$ cat src/rtl/sbpt_pkg.sv
// Shared types and constants for the servo bus packet transaction engine.
package sbpt_pkg;

    localparam logic [1:0] OP_SEND = 2'd0;
    localparam logic [1:0] OP_LINE = 2'd1;
    localparam logic [1:0] OP_TICK = 2'd2;

    localparam logic [1:0] KIND_TX      = 2'd0;
    localparam logic [1:0] KIND_RX      = 2'd1;
    localparam logic [1:0] KIND_TIMEOUT = 2'd2;

    localparam logic [7:0] HDR_BYTE = 8'hFF;
    localparam int         FRAME_OVERHEAD = 6;
    localparam int         INPUT_PARAMS = 3;

    localparam logic [7:0] REPLY_TIMEOUT_RST = 8'd20;
    localparam logic [7:0] ECHO_TIMEOUT_RST  = 8'd5;

    localparam logic [0:0] REG_REPLY_TIMEOUT = 1'b0;
    localparam logic [0:0] REG_ECHO_TIMEOUT  = 1'b1;

    typedef enum logic [1:0] {
        PH_IDLE  = 2'd0,
        PH_ECHO  = 2'd1,
        PH_REPLY = 2'd2
    } phase_t;

endpackage

$ cat src/rtl/servo_bus_packet_transaction.sv
// Servo bus packet transaction engine: command framer, echo drop, reply collection.
// Each result passes through the batch register and then the output register.
// Throughput: one input per cycle, unless the output stalls, while each input yields
// at most one result; a send command fills the frame register and holds s_tready low
// until its 6+params bytes drain, one transfer per cycle unless m_tready stalls.
// Reset: asynchronous active-low; idle, timeouts 20 ms reply and 5 ms echo.
module servo_bus_packet_transaction #(
    parameter int MAX_PARAMS = 3
) (
    input  logic        clk,
    input  logic        rst_n,
    // slave stream
    input  logic        s_tvalid,
    output logic        s_tready,
    // device_id[7:0], instruction[15:8], param_count[17:16], param_a[25:18],
    // param_b[33:26], param_c[41:34], reply_length[45:42], line_byte[53:46]
    input  logic [55:0] s_tdata,
    // opcode[1:0]
    input  logic [1:0]  s_tuser,
    // master stream
    output logic        m_tvalid,
    input  logic        m_tready,
    // data_byte[7:0], byte_index[11:8], header_ok[12]
    output logic [15:0] m_tdata,
    // kind[1:0]
    output logic [1:0]  m_tuser,
    output logic        m_tlast,
    // APB configuration
    input  logic        psel,
    input  logic        penable,
    input  logic        pwrite,
    input  logic [2:0]  paddr,
    input  logic [31:0] pwdata,
    output logic [31:0] prdata,
    output logic        pready
);
    import sbpt_pkg::*;

    localparam int LIM       = (MAX_PARAMS < INPUT_PARAMS) ? MAX_PARAMS : INPUT_PARAMS;
    localparam int FRAME_LEN = FRAME_OVERHEAD + LIM;

    // configuration
    logic [7:0] reply_to_reg;
    logic [7:0] echo_to_reg;
    logic       cfg_wr;

    // transaction state
    phase_t     phase_reg, phase_next;
    logic [3:0] echo_left_reg, echo_left_next;
    logic [3:0] reply_left_reg, reply_left_next;
    logic [3:0] reply_pos_reg, reply_pos_next;
    logic [7:0] elapsed_reg, elapsed_next;
    logic       hdr_ok_reg, hdr_ok_next;

    // result batch (frame bytes drained by shifting)
    logic [7:0] b_bytes_reg [FRAME_LEN];
    logic [7:0] b_bytes_next [FRAME_LEN];
    logic [3:0] b_left_reg, b_left_next;
    logic [3:0] b_idx_reg, b_idx_next;
    logic [1:0] b_kind_reg, b_kind_next;
    logic       b_tlast_reg, b_tlast_next;
    logic       b_thok_reg, b_thok_next;

    // output register
    logic        m_valid_reg;
    logic [15:0] m_data_reg;
    logic [1:0]  m_user_reg;
    logic        m_last_reg;

    // input fields
    logic [1:0] opcode;
    logic [7:0] device_id, instruction, line_byte;
    logic [1:0] param_count, pc_clamp;
    logic [3:0] reply_length;
    logic [7:0] pa [4];
    logic [7:0] len_byte, csum;
    logic [7:0] frame [FRAME_LEN];

    logic out_free, emit, in_xfer;
    logic load;
    logic [1:0] ld_kind;
    logic [7:0] ld_byte;
    logic [3:0] ld_left, ld_idx;
    logic       ld_tlast, ld_thok;
    logic [3:0] rl_dec;
    logic       rx_last, hdr_ok_rx;

    assign opcode       = s_tuser;
    assign device_id    = s_tdata[7:0];
    assign instruction  = s_tdata[15:8];
    assign param_count  = s_tdata[17:16];
    assign pa[0]        = s_tdata[25:18];
    assign pa[1]        = s_tdata[33:26];
    assign pa[2]        = s_tdata[41:34];
    assign pa[3]        = 8'h00;
    assign reply_length = s_tdata[45:42];
    assign line_byte    = s_tdata[53:46];

    assign out_free = !m_valid_reg || m_tready;
    assign emit     = (b_left_reg != 4'd0) && out_free;
    assign s_tready = (b_left_reg == 4'd0) || ((b_left_reg == 4'd1) && out_free);
    assign in_xfer  = s_tvalid && s_tready;

    assign cfg_wr = psel && penable && pwrite && pready;
    assign pready = 1'b1;
    assign prdata = (paddr[2] == REG_ECHO_TIMEOUT) ? {24'd0, echo_to_reg}
                                                   : {24'd0, reply_to_reg};

    // frame assembly
    always_comb
    begin
        logic [7:0] sum;
        pc_clamp = (param_count > 2'(LIM)) ? 2'(LIM) : param_count;
        len_byte = {6'd0, pc_clamp} + 8'd2;
        sum = device_id + len_byte + instruction;
        for (int i = 0; i < LIM; i++)
        begin
            if (i < int'(pc_clamp))
            begin
                sum = sum + pa[i];
            end
        end
        csum = ~sum;
        frame[0] = HDR_BYTE;
        frame[1] = HDR_BYTE;
        frame[2] = device_id;
        frame[3] = len_byte;
        frame[4] = instruction;
        for (int j = 5; j < FRAME_LEN; j++)
        begin
            if ((j - 5) < int'(pc_clamp))
            begin
                frame[j] = pa[j - 5];
            end
            else if ((j - 5) == int'(pc_clamp))
            begin
                frame[j] = csum;
            end
            else
            begin
                frame[j] = 8'h00;
            end
        end
    end

    // transaction control
    always_comb
    begin
        phase_next      = phase_reg;
        echo_left_next  = echo_left_reg;
        reply_left_next = reply_left_reg;
        reply_pos_next  = reply_pos_reg;
        elapsed_next    = elapsed_reg;
        hdr_ok_next     = hdr_ok_reg;
        load     = 1'b0;
        ld_kind  = KIND_TX;
        ld_byte  = 8'h00;
        ld_left  = 4'd1;
        ld_idx   = reply_pos_reg;
        ld_tlast = 1'b1;
        ld_thok  = 1'b0;
        rl_dec    = (reply_left_reg != 4'd0) ? reply_left_reg - 4'd1 : 4'd0;
        rx_last   = (rl_dec == 4'd0);
        hdr_ok_rx = hdr_ok_reg && !((reply_pos_reg < 4'd2) && (line_byte != HDR_BYTE));

        if (in_xfer)
        begin
            case (opcode)
                OP_SEND:
                begin
                    load            = 1'b1;
                    ld_kind         = KIND_TX;
                    ld_left         = 4'(FRAME_OVERHEAD) + {2'd0, pc_clamp};
                    ld_idx          = 4'd0;
                    phase_next      = PH_ECHO;
                    echo_left_next  = 4'(FRAME_OVERHEAD) + {2'd0, pc_clamp};
                    reply_left_next = reply_length;
                    reply_pos_next  = 4'd0;
                    elapsed_next    = 8'd0;
                    hdr_ok_next     = 1'b1;
                end
                OP_LINE:
                begin
                    if (phase_reg == PH_ECHO)
                    begin
                        echo_left_next = (echo_left_reg != 4'd0) ? echo_left_reg - 4'd1 : 4'd0;
                        if (echo_left_next == 4'd0)
                        begin
                            elapsed_next = 8'd0;
                            phase_next   = (reply_left_reg == 4'd0) ? PH_IDLE : PH_REPLY;
                        end
                    end
                    else if (phase_reg == PH_REPLY)
                    begin
                        load            = 1'b1;
                        ld_kind         = KIND_RX;
                        ld_byte         = line_byte;
                        ld_tlast        = rx_last;
                        ld_thok         = rx_last && hdr_ok_rx;
                        hdr_ok_next     = hdr_ok_rx;
                        reply_left_next = rl_dec;
                        reply_pos_next  = reply_pos_reg + 4'd1;
                        if (rx_last)
                        begin
                            phase_next = PH_IDLE;
                        end
                    end
                end
                OP_TICK:
                begin
                    if (phase_reg == PH_ECHO)
                    begin
                        if (elapsed_reg >= echo_to_reg)
                        begin
                            elapsed_next   = 8'd0;
                            echo_left_next = 4'd0;
                            phase_next     = (reply_left_reg == 4'd0) ? PH_IDLE : PH_REPLY;
                        end
                        else
                        begin
                            elapsed_next = elapsed_reg + 8'd1;
                        end
                    end
                    else if (phase_reg == PH_REPLY)
                    begin
                        if (elapsed_reg >= reply_to_reg)
                        begin
                            load            = 1'b1;
                            ld_kind         = KIND_TIMEOUT;
                            phase_next      = PH_IDLE;
                            reply_left_next = 4'd0;
                            elapsed_next    = 8'd0;
                        end
                        else
                        begin
                            elapsed_next = elapsed_reg + 8'd1;
                        end
                    end
                end
                default:
                begin
                end
            endcase
        end
    end

    // batch next value
    always_comb
    begin
        b_bytes_next = b_bytes_reg;
        b_left_next  = b_left_reg;
        b_idx_next   = b_idx_reg;
        b_kind_next  = b_kind_reg;
        b_tlast_next = b_tlast_reg;
        b_thok_next  = b_thok_reg;
        if (emit)
        begin
            for (int j = 0; j < FRAME_LEN - 1; j++)
            begin
                b_bytes_next[j] = b_bytes_reg[j + 1];
            end
            b_bytes_next[FRAME_LEN - 1] = 8'h00;
            b_left_next = b_left_reg - 4'd1;
            b_idx_next  = b_idx_reg + 4'd1;
        end
        if (load)
        begin
            if (ld_kind == KIND_TX)
            begin
                b_bytes_next = frame;
            end
            else
            begin
                b_bytes_next[0] = ld_byte;
            end
            b_left_next  = ld_left;
            b_idx_next   = ld_idx;
            b_kind_next  = ld_kind;
            b_tlast_next = ld_tlast;
            b_thok_next  = ld_thok;
        end
    end

    // control registers
    always_ff @(posedge clk or negedge rst_n)
    begin
        if (!rst_n)
        begin
            reply_to_reg   <= REPLY_TIMEOUT_RST;
            echo_to_reg    <= ECHO_TIMEOUT_RST;
            phase_reg      <= PH_IDLE;
            echo_left_reg  <= 4'd0;
            reply_left_reg <= 4'd0;
            reply_pos_reg  <= 4'd0;
            elapsed_reg    <= 8'd0;
            hdr_ok_reg     <= 1'b1;
            b_left_reg     <= 4'd0;
            m_valid_reg    <= 1'b0;
        end
        else
        begin
            if (cfg_wr)
            begin
                if (paddr[2] == REG_ECHO_TIMEOUT)
                begin
                    echo_to_reg <= pwdata[7:0];
                end
                else
                begin
                    reply_to_reg <= pwdata[7:0];
                end
            end
            phase_reg      <= phase_next;
            echo_left_reg  <= echo_left_next;
            reply_left_reg <= reply_left_next;
            reply_pos_reg  <= reply_pos_next;
            elapsed_reg    <= elapsed_next;
            hdr_ok_reg     <= hdr_ok_next;
            b_left_reg     <= b_left_next;
            if (out_free)
            begin
                m_valid_reg <= emit;
            end
        end
    end

    // payload registers
    always_ff @(posedge clk)
    begin
        b_bytes_reg <= b_bytes_next;
        b_idx_reg   <= b_idx_next;
        b_kind_reg  <= b_kind_next;
        b_tlast_reg <= b_tlast_next;
        b_thok_reg  <= b_thok_next;
        if (emit)
        begin
            m_data_reg <= {3'd0, (b_left_reg == 4'd1) && b_thok_reg, b_idx_reg, b_bytes_reg[0]};
            m_user_reg <= b_kind_reg;
            m_last_reg <= (b_left_reg == 4'd1) && b_tlast_reg;
        end
    end

    assign m_tvalid = m_valid_reg;
    assign m_tdata  = m_data_reg;
    assign m_tuser  = m_user_reg;
    assign m_tlast  = m_last_reg;

`ifndef SYNTHESIS
    a_no_accept_busy: assert property (@(posedge clk) disable iff (!rst_n)
        (b_left_reg > 4'd1) |-> !s_tready)
        else $error("input accepted while batch still draining");

    a_batch_bound: assert property (@(posedge clk) disable iff (!rst_n)
        b_left_reg <= 4'(FRAME_LEN))
        else $error("batch count exceeds frame length");

    a_echo_count: assert property (@(posedge clk) disable iff (!rst_n)
        (phase_reg == PH_ECHO) == (echo_left_reg != 4'd0))
        else $error("echo count disagrees with phase");

    a_timeout_item: assert property (@(posedge clk) disable iff (!rst_n)
        (m_tvalid && (m_tuser == KIND_TIMEOUT)) |-> (m_tlast && (m_tdata[7:0] == 8'h00)))
        else $error("malformed timeout result");
`endif

endmodule

$ cat config.mk
export PLATFORM = sky130hd
export DESIGN_NAME = servo_bus_packet_transaction
export DESIGN_NICKNAME = d
export VERILOG_FILES = /design/src/rtl/sbpt_pkg.sv /design/src/rtl/servo_bus_packet_transaction.sv
export SDC_FILE = /design/constraint.sdc
export NUM_CORES = 1
export LEC_CHECK = 0
export ABC_AREA = 1
export ABC_CLOCK_PERIOD_IN_PS = 4510
export BUFFER_PORTS_ARGS = -buffer_cell sky130_fd_sc_hd__buf_4
export CAP_MARGIN = 20
export CORE_ASPECT_RATIO = 0.75
export CORE_UTILIZATION = 40
export DETAILED_ROUTE_END_ITERATION = 6
export PLACE_DENSITY_LB_ADDON = 0.3
export SYNTH_ARGS = -nofsm -noshare
export SYNTH_HDL_FRONTEND = slang
export SYNTH_SLANG_ARGS = --single-unit
$ cat constraint.sdc
create_clock -name clk -period 4.51 [get_ports clk]
set_input_delay 0.902 -clock clk [delete_from_list [all_inputs] [get_ports clk]]
set_output_delay 0.902 -clock clk [all_outputs]
set_load 0.1 [all_outputs]
Word-level counts from Yosys, hierarchy flattened
Index checks and enable logic that the tools add are counted.
{"block": "word_totals", "inputBits": 100, "word_cells": 187, "regBits": 140}
{"block": "op_classes", "n_mux": 77, "order_cmp": 7, "add_sub_neg": 13, "bitwise_logic": 5, "n_reduce_logical": 35, "n_eq_ne": 24}
{"cell": "$mux W8", "n": 22}
{"cell": "$mux W72", "n": 2}
{"cell": "$mux W4", "n": 20}
{"cell": "$mux W64", "n": 1}
{"cell": "$add A8 B8 Y8", "n": 4}
{"cell": "$mux W2", "n": 14}
{"cell": "$pmux W4 S3", "n": 2}
{"cell": "$pmux W8 S3", "n": 1}
{"cell": "$ne A2 B2 Y1 const B", "n": 9}
{"cell": "$ne A3 B3 Y1 const B", "n": 6}
{"cell": "$ge A8 B8 Y1", "n": 2}
{"cell": "$logic_not A4 Y1", "n": 4}
{"cell": "$reduce_bool A4 Y1", "n": 3}
{"cell": "$sub A4 B1 Y4 const B", "n": 3}
{"cell": "$logic_and A1 B1 Y1", "n": 10}
{"cell": "$mux W1", "n": 10}
{"cell": "$reduce_and A5 Y1", "n": 2}
{"cell": "$add A4 B1 Y4 const B", "n": 2}
{"cell": "$add A8 B1 Y8 const B", "n": 1}
{"cell": "$add A8 B3 Y8", "n": 1}
{"cell": "$ne A8 B8 Y1 const B", "n": 1}
{"cell": "$not A8 Y8", "n": 1}
{"cell": "$pmux W4 S2", "n": 1}
{"cell": "$reduce_and A8 Y1", "n": 1}
{"cell": "25 further kinds", "n": 38}

Logic depth before layout (Yosys ltp)
{"block": "logic_depth", "word_depth": 16, "ltp_mapped": 32}

Worst setup path after synthesis
No wires, ideal clock.
{"block": "synth_path", "kind": "input port to flip-flop", "from": "input port s_tdata[17]", "to": "register b_bytes_reg[7] (netlist bit)", "n_path_buf": 2, "cell_stages": 30, "arrival_time_ns": 5.866, "setup_time_ns": 0.113, "path_slack_ns": -1.468, "required_time_ns": 4.397, "path_cell_list": "clkbuf_1 > inv_1 > clkbuf_1 > fa_1 > ha_1 > fa_1 > ha_1 > or2_2 > and2_1 > xnor2_1 > inv_1 > o21ai_0 > inv_1 > ha_1 > a21oi_1 > o21ai_0 > nand2_1 > nand2_1 > a21oi_1 > xor2_1 > o21ai_0 > ha_1 > a21oi_1 > nand3_1 > xor2_1 > inv_1 > nand2_1 > nand2_1 > nand2_1 > nand2_1"}
{"item": "from (decl)", "line_no": "servo_bus_packet_transaction.sv:17", "source": "input logic [55:0] s_tdata,"}
{"item": "to (signal assigned)", "line_no": "servo_bus_packet_transaction.sv:330", "source": "b_bytes_reg <= b_bytes_next;"}
{"item": "to (decl)", "line_no": "servo_bus_packet_transaction.sv:56", "source": "logic [7:0] b_bytes_reg [FRAME_LEN];"}

==> results_dict.tcl <==
set metrics [dict create \
    largest_register_ffs 72 \
    part_of_the_total_power_dissipated_in_the_clock_network 0.198 \
    overall_global_routing_resource_usage 0.200 \
    critical_path.startpoint_type "input pin" \
    insertion_delay_ns 0.42 \
    flow.area_growth_from_synthesis_pct 27.1 \
    design.final.nets 1512 \
    drt_wl_total_um 22100 \
    mappedNetlistArea_um2 8780 \
    critical-path-slowest-cell "sky130_fd_sc_hd__fa_2" \
    drt_first_iter_violations 529 \
    cap_viol_max_count 0 \
    path_buf_inv 4 \
    fraction_of_post_synthesis_cell_area_in_the_top_cell_type_by_area 0.153 \
    synth.lib_cells_used.distinct 49 \
    post-synth-top-count-cell "sky130_fd_sc_hd__nand2_1" \
    layout_min_cycle_time_ns 5.04 \
    synth_simple_gate_area_frac 0.263 \
    worst-path-stages 28 \
    unrepaired_setup_endpoints_after_global_routing "yes" \
    chip_height_um 130 \
    endpoint "b_bytes_reg[7]" \
    timing.clock.skew_ns 0.00571 \
    max_freq_mhz 198 \
    path_common_cell "sky130_fd_sc_hd__nand2_1" \
    power.density_nw_per_um2 620 \
    hold_sp "b_bytes_reg[66]" \
    synthAdderAreaFrac 0.103 \
    synth_commonest_cells "357 x sky130_fd_sc_hd__nand2_1, 123 x sky130_fd_sc_hd__inv_1, 99 x sky130_fd_sc_hd__nor2_1, 90 x sky130_fd_sc_hd__o21ai_0, 65 x sky130_fd_sc_hd__nand3_1" \
    remaining_drc_errors 0 \
    detail_routed_via_count_per_cell 4.81 \
    fp.dieW_um 173 \
    ant_nets 0 \
    post_synth_xor_area_fraction 0.0319 \
    fin_area_um2 11200 \
    area_enclosed_by_the_die_boundary_um2 22600 \
    power_switching_uw 2920 \
    ff2ff_setup_slack_ns 1.63 \
    htree_levels 4 \
    finalHoldViolCount 0 \
    detailed_place.area_um2 10200 \
    edff_count_synth 32 \
    synthesis.instances 1180 \
    critPathArrivalTime_ns 5.36 \
    max_buffers_root_to_sink 2 \
    critPathMaxFanout 4 \
    synth_compound_area_frac 0.113 \
    timing.critical_path.to_type "flop" \
    gp_congestion 0.908 \
    cp_top_family "adder cells" \
    initial_core_utilization 0.411 \
    number_of_antenna_violations_at_the_first_check_in_global_routing 0 \
    synth.yosys.seq_area_share 0.381 \
    required_ns 4.82 \
    regToRegStartpoint "reply_to_reg[2]" \
    critical_path.reg2reg.endpoint "b_idx_reg[2]" \
    fillers 2000 \
    cts.sinks 140 \
    min_delay_path_depth 0 \
    power.combinational.fraction 0.517 \
    num_io_pins 154 \
    cts_tree "done" \
    grt_remaining_overflow 0 \
    synth_area_leaders "sky130_fd_sc_hd__nand2_1 15%, sky130_fd_sc_hd__dfxtp_1 15%, sky130_fd_sc_hd__dfrtp_1 11%" \
    grt_start_max_net_pins 66 \
    cts_made_buffers 17 \
    netlist.top_cell.by_area "sky130_fd_sc_hd__nand2_1" \
    result_of_the_run "finished, violations left" \
    hold_path.class "flop to flop" \
    wire_per_inst_um 13.5 \
    grt_first_pass_wirelength_um 35900 \
    layout-drive-gt1-share 0.220 \
    seq_power_share 0.285 \
    grt_pass1_vias 7147 \
    yosys_warning_count 0 \
    report.final.setup_viol 7 \
    muxShareOfSynthArea 0.00570 \
    p_leak_uw 0.00553 \
    postLayoutSetupSlackWorst_ns -0.533 \
    slew_headroom 0.503 \
    vdd_drop_max_v 0.000296 \
    cp_slowest_stage_delay_ns 0.58 \
    timing_max_transition_violations_final 0 \
    internal_power_uw 3990 \
    place.detailed.hpwl_um 16200 \
    detail_route.first_pass.iterations 5 \
    post-route-period-util 1.12 \
    antenna_cells_inserted 0 \
    cts_root_buf "sky130_fd_sc_hd__clkbuf_16" \
    routed-via-count 7913 \
    worst_r2r_path_depth 14 \
    port_buffers 97 \
    crit_path_start "s_tdata[1]" \
    violations "setup timing" \
    synth.ff_latch_count 140 \
    clk_pin_slew_ns 0.06 \
    synth-async-reset-ratio 0.314 \
    final_core_util 0.523 \
    critical_path_class "input pin to flop" \
    synth.avg_cell_area_um2 7.44 \
    netSwitchingFraction 0.422 \
    core-area_um2 21400 \
    final.setup.tns_ns -1.93 \
    dominantRegCellSynth "sky130_fd_sc_hd__dfxtp_1" \
    placement_rows 46 \
    tightest_pin_transition_ns 0.742 \
    synth_top_family_by_area "simple AND/OR/NAND/NOR gates" \
]
-- worst reg2reg max path, cell delays in order (launching register included) --
cell	delay, ns
sky130_fd_sc_hd__dfstp_2	0.53
sky130_fd_sc_hd__inv_1	0.06
sky130_fd_sc_hd__ha_1	0.29
sky130_fd_sc_hd__nand2_1	0.07
sky130_fd_sc_hd__inv_1	0.06
sky130_fd_sc_hd__nand2_1	0.06
sky130_fd_sc_hd__nand2_1	0.05
sky130_fd_sc_hd__nand2_1	0.07
sky130_fd_sc_hd__nand3_2	0.12
sky130_fd_sc_hd__nand3_1	0.11
sky130_fd_sc_hd__nand2_1	0.09
sky130_fd_sc_hd__nand2_4	0.21
sky130_fd_sc_hd__clkinv_1	0.56
sky130_fd_sc_hd__nand3_1	0.23
sky130_fd_sc_hd__o21ai_0	0.11
-- logic make-up (layout without fill, tap and decap cells) --
family,count (synthesis),count (layout)
compound gates,182,182
xor+xnor,32,32
fa+ha+maj,68,68
buf+inv,194,345
flops,140,140
mux,5,5
other cells,2,28
simple gates,557,557
-- how the worst min path moves through the flow --
stage | endpoint | slack, ns
4_1_cts | m_tdata[7] | 0.42
5_1_grt | m_tdata[0] | 0.42
2_1_floorplan | m_tdata[0] | 0.40
3_3_place_gp | m_tdata[4] | 0.40
3_5_place_dp | m_tdata[7] | 0.40
6_report | m_tdata[2] | 0.42
-- layout by cell type (no fill, tap or decap), types with 9 or more instances in the layout --
| master | n |
|---|---|
| sky130_fd_sc_hd__inv_1 | 117 |
| sky130_fd_sc_hd__nand3_1 | 62 |
| sky130_fd_sc_hd__dfxtp_1 | 64 |
| sky130_fd_sc_hd__conb_1 | 28 |
| sky130_fd_sc_hd__a21oi_1 | 43 |
| sky130_fd_sc_hd__nand4_1 | 9 |
| sky130_fd_sc_hd__o21ai_0 | 78 |
| sky130_fd_sc_hd__nand2_1 | 351 |
| sky130_fd_sc_hd__inv_2 | 11 |
| sky130_fd_sc_hd__buf_4 | 173 |
| sky130_fd_sc_hd__a21oi_2 | 9 |
| sky130_fd_sc_hd__clkbuf_16 | 17 |
| sky130_fd_sc_hd__nor2_1 | 96 |
| sky130_fd_sc_hd__edfxtp_1 | 32 |
| sky130_fd_sc_hd__xor2_1 | 16 |
| sky130_fd_sc_hd__dfrtp_1 | 39 |
| sky130_fd_sc_hd__ha_1 | 51 |
-- metal layers --
metal  vias to the layer above  GRT usage  share of wire
met2                       204      0.302           0.42
met1                      3611      0.299           0.51
met4                         0     0.0422         0.0080
li1                       4081          -              -
met5                         -          0              0
met3                        17     0.0335          0.060
-- power groups by stage --
| stage | Clock [µW] | Combinational (µW) | Sequential (µW) |
|---|---|---|---|
| floorplan | 0 | 1890 | 2370 |
| CTS | 1390 | 3350 | 1970 |
| detailed placement | 0 | 3150 | 1990 |
| global route | 1440 | 3940 | 2030 |
| finish | 1370 | 3580 | 1970 |
| global placement | 0 | 3110 | 1990 |
-- timing repair --
item                       4_1_cts  5_1_grt
gates resized for setup         27       34
pin swaps                       31       27
hold buffers                     0        0
setup endpoints to repair        6        7
buffers inserted                10        8
-- layout make-up --
class                      count  area, µm²  share of cell area
clock inverter                13        143              0.0128
multi-input combinational    872       4950               0.444
timing repair buffer         181       1420               0.127
tap                          288        360              0.0323
inverter                     132        505              0.0453
sequential                   140       3350               0.300
clock buffer                  19        433              0.0388
-- through the flow --
step | total power (µW) | cells | hold slack [ns] | setup slack, ns
after floorplan | 4260 | 1206 | 0.400 | -0.898
after global placement | 5100 | 1595 | 0.401 | -0.978
after detailed placement | 5140 | 1595 | 0.405 | -1.01
after CTS | 6720 | 1637 | 0.419 | -0.418
after global routing | 7410 | 1645 | 0.425 | -0.759
final | 6910 | 1645 | 0.419 | -0.533
Note: power is estimated with default switching activity, not from simulation.
